$ cat src/rtl/twst_pkg.sv
// Shared types and constants for the thruster window self-test unit.
package twst_pkg;

  localparam int unsigned NUM_CH         = 6;
  localparam int unsigned MEAS_W_DEFAULT = 16;
  localparam int unsigned TIME_W         = 32;
  localparam int unsigned STEP_W         = 8;
  localparam int unsigned LIMIT_W        = 16;
  localparam int unsigned LEVEL_W        = 7;
  localparam int unsigned DRIVE_W        = 8;
  localparam int unsigned CODE_W         = 8;
  localparam int unsigned CFG_IDX_W      = 2;
  localparam int unsigned CFG_DATA_W     = 16;

  // configuration register indexes
  localparam logic [CFG_IDX_W-1:0] REG_STEP  = 2'd0;
  localparam logic [CFG_IDX_W-1:0] REG_LOWER = 2'd1;
  localparam logic [CFG_IDX_W-1:0] REG_UPPER = 2'd2;
  localparam logic [CFG_IDX_W-1:0] REG_LEVEL = 2'd3;

  localparam logic [STEP_W-1:0]  STEP_RESET  = 8'd6;
  localparam logic [LIMIT_W-1:0] LOWER_RESET = 16'd25;
  localparam logic [LIMIT_W-1:0] UPPER_RESET = 16'd35;
  localparam logic [LEVEL_W-1:0] LEVEL_RESET = 7'd30;

  // result slot codes
  localparam logic [1:0] SLOT_FAIL = 2'b01;
  localparam logic [1:0] SLOT_PASS = 2'b10;

  typedef struct packed {
    logic [STEP_W-1:0]  step_seconds;
    logic [LIMIT_W-1:0] lower_limit;
    logic [LIMIT_W-1:0] upper_limit;
    logic [LEVEL_W-1:0] test_level;
  } cfg_t;

  typedef struct packed {
    logic signed [DRIVE_W-1:0] drive_command;
    logic                      test_active;
    logic [CODE_W-1:0]         result_code;
  } result_t;

endpackage

$ cat src/rtl/twst_lane.sv
// One channel lane: absolute speed and window check against the limits.
module twst_lane
  import twst_pkg::*;
#(
  parameter int unsigned MEAS_WIDTH = MEAS_W_DEFAULT
) (
  input  logic signed [MEAS_WIDTH-1:0] measured_i,
  input  logic        [LIMIT_W-1:0]    lower_limit_i,
  input  logic        [LIMIT_W-1:0]    upper_limit_i,
  output logic                         fail_o
);

  localparam int unsigned CMP_W = (MEAS_WIDTH > LIMIT_W) ? MEAS_WIDTH : LIMIT_W;

  logic [MEAS_WIDTH-1:0] mag;
  logic [CMP_W-1:0]      mag_ext;
  logic [CMP_W-1:0]      lower_ext;
  logic [CMP_W-1:0]      upper_ext;

  // most negative value maps to 2^(W-1), which still fits unsigned
  assign mag       = measured_i[MEAS_WIDTH-1] ? (~measured_i + 1'b1) : measured_i;
  assign mag_ext   = CMP_W'(mag);
  assign lower_ext = CMP_W'(lower_limit_i);
  assign upper_ext = CMP_W'(upper_limit_i);

  assign fail_o = (mag_ext < lower_ext) || (mag_ext > upper_ext);

endmodule

$ cat src/rtl/twst_seq.sv
// Test sequencer: merges lane fail flags, advances stages, packs result code.
module twst_seq
  import twst_pkg::*;
(
  input  logic              clk_i,
  input  logic              rst_ni,
  input  logic              accept_i,
  input  logic              start_request_i,
  input  logic [TIME_W-1:0] now_seconds_i,
  input  logic [NUM_CH-1:0] lane_fail_i,
  input  cfg_t              cfg_i,
  output result_t           result_o
);

  typedef enum logic [1:0] {
    ST_IDLE = 2'd0,
    ST_POS  = 2'd1,
    ST_NEG  = 2'd2
  } stage_e;

  stage_e              stage_q, stage_d;
  logic [TIME_W-1:0]   start_q, start_d;
  logic [NUM_CH-1:0]   fail_q, fail_d;
  logic [DRIVE_W-1:0]  drive_q, drive_d;
  logic [TIME_W-1:0]   elapsed;
  logic                active;
  logic [CODE_W-1:0]   code;
  logic [DRIVE_W-1:0]  level_pos;
  logic [DRIVE_W-1:0]  level_neg;

  assign level_pos = DRIVE_W'(cfg_i.test_level);
  assign level_neg = ~level_pos + 1'b1;

  always_comb begin
    stage_d = stage_q;
    start_d = start_q;
    fail_d  = fail_q;
    drive_d = drive_q;
    active  = start_request_i;
    code    = '0;

    if (!start_request_i) begin
      stage_d = ST_IDLE;
    end

    if (start_request_i && stage_d != ST_POS && stage_d != ST_NEG) begin
      start_d = now_seconds_i;
      drive_d = level_pos;
      fail_d  = '0;
      stage_d = ST_POS;
    end

    elapsed = now_seconds_i - start_d;

    if (stage_d == ST_POS && elapsed >= TIME_W'(cfg_i.step_seconds)) begin
      fail_d  = fail_d | lane_fail_i;
      drive_d = level_neg;
      stage_d = ST_NEG;
    end

    // stages may fall through within one request
    if (stage_d == ST_NEG && elapsed >= TIME_W'({cfg_i.step_seconds, 1'b0})) begin
      fail_d  = fail_d | lane_fail_i;
      drive_d = '0;
      stage_d = ST_IDLE;
      active  = 1'b0;
      // channels 4 and 5 fold onto slots 2 and 3
      for (int ch = 0; ch < NUM_CH; ch++) begin
        if (ch < 4) begin
          code[2*ch +: 2] = code[2*ch +: 2] | (fail_d[ch] ? SLOT_FAIL : SLOT_PASS);
        end else begin
          code[2*(ch-2) +: 2] = code[2*(ch-2) +: 2] |
                                (fail_d[ch] ? SLOT_FAIL : SLOT_PASS);
        end
      end
    end
  end

  always_ff @(posedge clk_i or negedge rst_ni) begin
    if (!rst_ni) begin
      stage_q <= ST_IDLE;
      start_q <= '0;
      fail_q  <= '0;
      drive_q <= '0;
    end else if (accept_i) begin
      stage_q <= stage_d;
      start_q <= start_d;
      fail_q  <= fail_d;
      drive_q <= drive_d;
    end
  end

  assign result_o.drive_command = drive_d;
  assign result_o.test_active   = active;
  assign result_o.result_code   = code;

endmodule

$ cat src/rtl/thruster_window_self_test_unit.sv
// Top level of the thruster window self-test unit: config, lanes, sequencer, output reg.
// Output: the result of an accepted request is on the output register in the next cycle.
// Throughput: one request per cycle while results are read; the output register frees as
//   it is read, so a new request is taken in the same cycle the last result is taken.
// Reset: stage idle, start time, fail bits and drive cleared; registers return to
//   step 6 s, limits 25..35, level 30 %; no result pending.
module thruster_window_self_test_unit
  import twst_pkg::*;
#(
  parameter int unsigned MEAS_WIDTH = MEAS_W_DEFAULT
) (
  input  logic                         clk_i,
  input  logic                         rst_ni,
  input  logic                         cfg_we_i,
  input  logic [CFG_IDX_W-1:0]         cfg_index_i,
  input  logic [CFG_DATA_W-1:0]        cfg_wdata_i,
  input  logic                         in_valid_i,
  output logic                         in_ready_o,
  input  logic                         start_request_i,
  input  logic [TIME_W-1:0]            now_seconds_i,
  input  logic signed [MEAS_WIDTH-1:0] measured_0_i,
  input  logic signed [MEAS_WIDTH-1:0] measured_1_i,
  input  logic signed [MEAS_WIDTH-1:0] measured_2_i,
  input  logic signed [MEAS_WIDTH-1:0] measured_3_i,
  input  logic signed [MEAS_WIDTH-1:0] measured_4_i,
  input  logic signed [MEAS_WIDTH-1:0] measured_5_i,
  output logic                         out_valid_o,
  input  logic                         out_ready_i,
  output logic signed [DRIVE_W-1:0]    drive_command_o,
  output logic                         test_active_o,
  output logic [CODE_W-1:0]            result_code_o
);

  cfg_t                         cfg_q;
  logic signed [MEAS_WIDTH-1:0] meas [NUM_CH];
  logic [NUM_CH-1:0]            lane_fail;
  logic                         in_accept;
  result_t                      result;
  result_t                      out_q;
  logic                         out_valid_q;

  always_ff @(posedge clk_i or negedge rst_ni) begin
    if (!rst_ni) begin
      cfg_q.step_seconds <= STEP_RESET;
      cfg_q.lower_limit  <= LOWER_RESET;
      cfg_q.upper_limit  <= UPPER_RESET;
      cfg_q.test_level   <= LEVEL_RESET;
    end else if (cfg_we_i) begin
      case (cfg_index_i)
        REG_STEP:  cfg_q.step_seconds <= cfg_wdata_i[STEP_W-1:0];
        REG_LOWER: cfg_q.lower_limit  <= cfg_wdata_i[LIMIT_W-1:0];
        REG_UPPER: cfg_q.upper_limit  <= cfg_wdata_i[LIMIT_W-1:0];
        REG_LEVEL: cfg_q.test_level   <= cfg_wdata_i[LEVEL_W-1:0];
        default: ;
      endcase
    end
  end

  assign meas[0] = measured_0_i;
  assign meas[1] = measured_1_i;
  assign meas[2] = measured_2_i;
  assign meas[3] = measured_3_i;
  assign meas[4] = measured_4_i;
  assign meas[5] = measured_5_i;

  for (genvar g = 0; g < NUM_CH; g++) begin : g_lane
    twst_lane #(
      .MEAS_WIDTH(MEAS_WIDTH)
    ) u_lane (
      .measured_i   (meas[g]),
      .lower_limit_i(cfg_q.lower_limit),
      .upper_limit_i(cfg_q.upper_limit),
      .fail_o       (lane_fail[g])
    );
  end

  assign in_ready_o = !out_valid_q || out_ready_i;
  assign in_accept  = in_valid_i && in_ready_o;

  twst_seq u_seq (
    .clk_i          (clk_i),
    .rst_ni         (rst_ni),
    .accept_i       (in_accept),
    .start_request_i(start_request_i),
    .now_seconds_i  (now_seconds_i),
    .lane_fail_i    (lane_fail),
    .cfg_i          (cfg_q),
    .result_o       (result)
  );

  always_ff @(posedge clk_i or negedge rst_ni) begin
    if (!rst_ni) begin
      out_valid_q <= 1'b0;
    end else if (in_ready_o) begin
      out_valid_q <= in_valid_i;
    end
  end

  always_ff @(posedge clk_i) begin
    if (in_accept) begin
      out_q <= result;
    end
  end

  assign out_valid_o     = out_valid_q;
  assign drive_command_o = out_q.drive_command;
  assign test_active_o   = out_q.test_active;
  assign result_code_o   = out_q.result_code;

endmodule
$ cat config.mk
export PLATFORM = sky130hd
export DESIGN_NAME = thruster_window_self_test_unit
export DESIGN_NICKNAME = d
export VERILOG_FILES = /design/src/rtl/twst_pkg.sv /design/src/rtl/twst_lane.sv /design/src/rtl/twst_seq.sv /design/src/rtl/thruster_window_self_test_unit.sv
export SDC_FILE = /design/constraint.sdc
export NUM_CORES = 1
export LEC_CHECK = 0
export BUFFER_PORTS_ARGS = -buffer_cell sky130_fd_sc_hd__buf_2
export CORE_MARGIN = 5
export CORE_UTILIZATION = 46
export DETAILED_ROUTE_END_ITERATION = 6
export PLACE_DENSITY_LB_ADDON = 0.3
export RECOVER_POWER = 100
export SLEW_MARGIN = 20
export SYNTH_ARGS = -nofsm -noshare
export SYNTH_HDL_FRONTEND = slang
export SYNTH_SLANG_ARGS = --single-unit
$ cat constraint.sdc
create_clock -name clk_i -period 6.9 [get_ports clk_i]
set_clock_uncertainty 0.15 [all_clocks]
set_input_delay 1.035 -clock clk_i [delete_from_list [all_inputs] [get_ports clk_i]]
set_output_delay 1.035 -clock clk_i [all_outputs]
set_load 0.005 [all_outputs]
==> reports/results.tsv <==
metric	value	unit
die height	180	um
CTS Buf Count	17	
Hold WS	0.337	ns
remaining global-route overflow	0	
r2r worst-path depth	16	
die area	0.0324	mm^2
# Post-CTS Setup Buffers	0	
Peak Freq	158	MHz
drt first pass iters	6	
max cap viols	3	
final cycle utilization of the critical path	0.916	
final hold vios	0	
Die X	180	um
Slew headroom	-1.36	
initial drt markers	892	
Worst IR Drop VDD	182	uV
slew of the pin with the lowest slew margin	3.54	ns
clk slew on worst S/H paths	0.06	ns
Avg Vias per Cell	5.91	
gpl congestion	0.938	
number of nets with antenna violations after routing	0	
Synth cell types	78	
origin of the critical flop-to-flop path	u_seq.stage_q[0]	
main area contributors after synthesis	ha_1 (22%), dfrtp_1 (16%), xnor2_1 (6.1%)	
nets@finish	2045	
CTS resizes	0	
post-synth top area share	0.224	
Setup crit end	u_seq.fail_q[5]	
Leak	0.00693	uW
failing checks	capacitance limit, slew limit	
largest net degree at the start of global routing	68	
vias	12100	
CP Capture Type	register	
syn_area_per_cell	8.87	um^2
Syn-to-layout area delta	12.9	%
share of cells above drive strength 1	0.175	
global-route wire length before repair	62300	um
Pwr per Cell Area	223	mW/mm^2
Post-CTS Hold Buffers	0	
I/O pins	171	
Post-synth EDFFs	17	
PortBufs	170	
fin. max-slew vios	142	
worst min-delay path category	reg2reg	
Post-Syn Nets	1889	
Yosys top cell by area	ha_1	
clk sink count	113	
startpoint types	input pin	
GR Util All Layers	0.233	
CP Data Arrival Time	6.46	ns
Routed WL	39100	um
total number of H-tree levels	4	
CTS tree	built	
worst reg2reg path endpoint	u_seq.fail_q[5]	
clk buf depth	2	
initial antenna violation count	0	
RSZ-0062 raised after global routing	false	
number of global-route vias before repair	11800	
Cell Area, Synth	0.0133	mm^2
num rows	62	
Most used DFF post-synth	dfrtp_1	
Core Region	0.0286	mm^2
drc violations	0	
routed length per instance	19.1	um
synth warn	0	
worst setup path startpoint	start_request_i	
setup_tns	0	ns
Synth top cells by count	ha_1 (238), nand2_1 (129), o21ai_0 (98)	
worst-path fanout max	18	
worst skew pair latency	0.43	ns
Starting Density	0.464	
Mapped Cells	1498	
most instantiated library cell after synthesis	ha_1	
sequential share of the synthesized area	0.220	
WP data required	7.04	ns
Period minus WS final	6.32	ns
Setup violations, final	0	
half-perimeter wire length after placement	31600	um
status	complete, but fails checks	
Synth async-reset ratio	0.850	
Root Buffer	clkbuf_16	
#FFs+latches synth	113	
antenna cells	0	
flop2flop setup slack	0.71	ns
Tot Pwr	3350	uW
Worst Setup Path Type	in2reg	
[routing by layer]
metal / wire length, um / global-route usage / vias up
li1: - / - / 5940
met1: 17800 / 0.321 / 5710
met2: 18100 / 0.381 / 420
met3: 2420 / 0.0410 / 57
met4: 798 / 0.0576 / 0
met5: 0 / 0 / -
[worst min-delay path by stage]
stage / from / to / slack, ns / cells past startpoint
after global routing: u_seq.drive_q[0] / u_seq.drive_q[0] / 0.36 / 1
after global placement: u_seq.fail_q[2] / u_seq.fail_q[2] / 0.32 / 2
after CTS: u_seq.start_q[1] / u_seq.start_q[1] / 0.34 / 2
final: u_seq.start_q[1] / u_seq.start_q[1] / 0.34 / 2
after detailed placement: u_seq.start_q[1] / u_seq.start_q[1] / 0.32 / 2
after floorplan: u_seq.fail_q[2] / u_seq.fail_q[2] / 0.30 / 2
[state kept, by name, summed over array words and instances (netlist names)]
signal	count
u_seq.fail_q	6
result_code_o	8
u_seq.drive_q	8
test_active_o	1
cfg_q	47
drive_command_o	8
out_valid_o	1
u_seq.stage_q	2
u_seq.start_q	32
[through the flow]
step	setup slack [ns]	utilization	instance area, um^2	instances
floorplan	0.784	-	13300	1498
global placement	0.515	0.508	14500	2019
detailed placement	0.383	0.508	14500	2019
CTS	0.799	0.526	15000	2051
global route	0.280	0.524	15000	2051
finish	0.580	0.524	15000	2051
[cells in the final DEF, fill, tap and decap left out, drive strengths merged, types with 5 or more instances in the layout]
cell / instances
nand2b: 43
o31ai: 30
dfrtp: 84
o2111ai: 7
buf: 160
nor3: 23
clkinv: 7
mux2: 71
xor2: 12
a221oi: 5
o21ai: 103
nor2: 66
nand3: 22
a311oi: 5
nor2b: 21
mux2i: 30
nand2: 130
a211oi: 10
dfstp: 12
or3: 13
nor4: 12
o21a: 29
edfxtp: 17
a21o: 55
a21oi: 89
nand4: 28
o41ai: 14
and4: 7
xnor2: 94
or4: 6
inv: 80
ha: 238
o21bai: 7
clkbuf: 35
a31oi: 13
or2: 6
nor4bb: 6
o211ai: 11
[report_power, final]
part,internal [uW],switching (uW)
Combinational,710,967
Clock,455,331
Sequential,803,78.7
[critical path: stages]
cell and delay [ns]:
clkbuf_1 0.12, inv_1 0.16, nor2_4 0.54, buf_4 0.37
mux2i_1 0.25, ha_1 0.34, nand2_1 0.13, nor2_1 0.07
a221oi_1 0.53, nor2_1 0.08, or4b_1 0.53, nor4_1 0.25
nand4_1 0.16, or4_1 0.64, o31ai_2 0.77, nand2_1 0.17
a32o_1 0.30
[logic make-up (layout without fill, tap and decap cells)]
kind of cell    Yosys count  after routing  share of synthesized area
mux                     101            101                     0.0828
compound gates          420            420                      0.212
buf+inv                 115            284                     0.0328
simple gates            401            401                      0.153
flops                   113            113                      0.220
xor+xnor                106            106                     0.0713
fa+ha+maj               242            242                      0.228
[layout make-up]
class / instances / area (um^2)
clock inverter: 14 / 87.6
sequential: 113 / 2930
fill: 2699 / 13600
timing repair buffer: 177 / 877
multi-input combinational: 1270 / 9920
tap: 384 / 480
inverter: 75 / 282
clock buffer: 18 / 429
No activity file was read; power rests on OpenSTA's default activity.
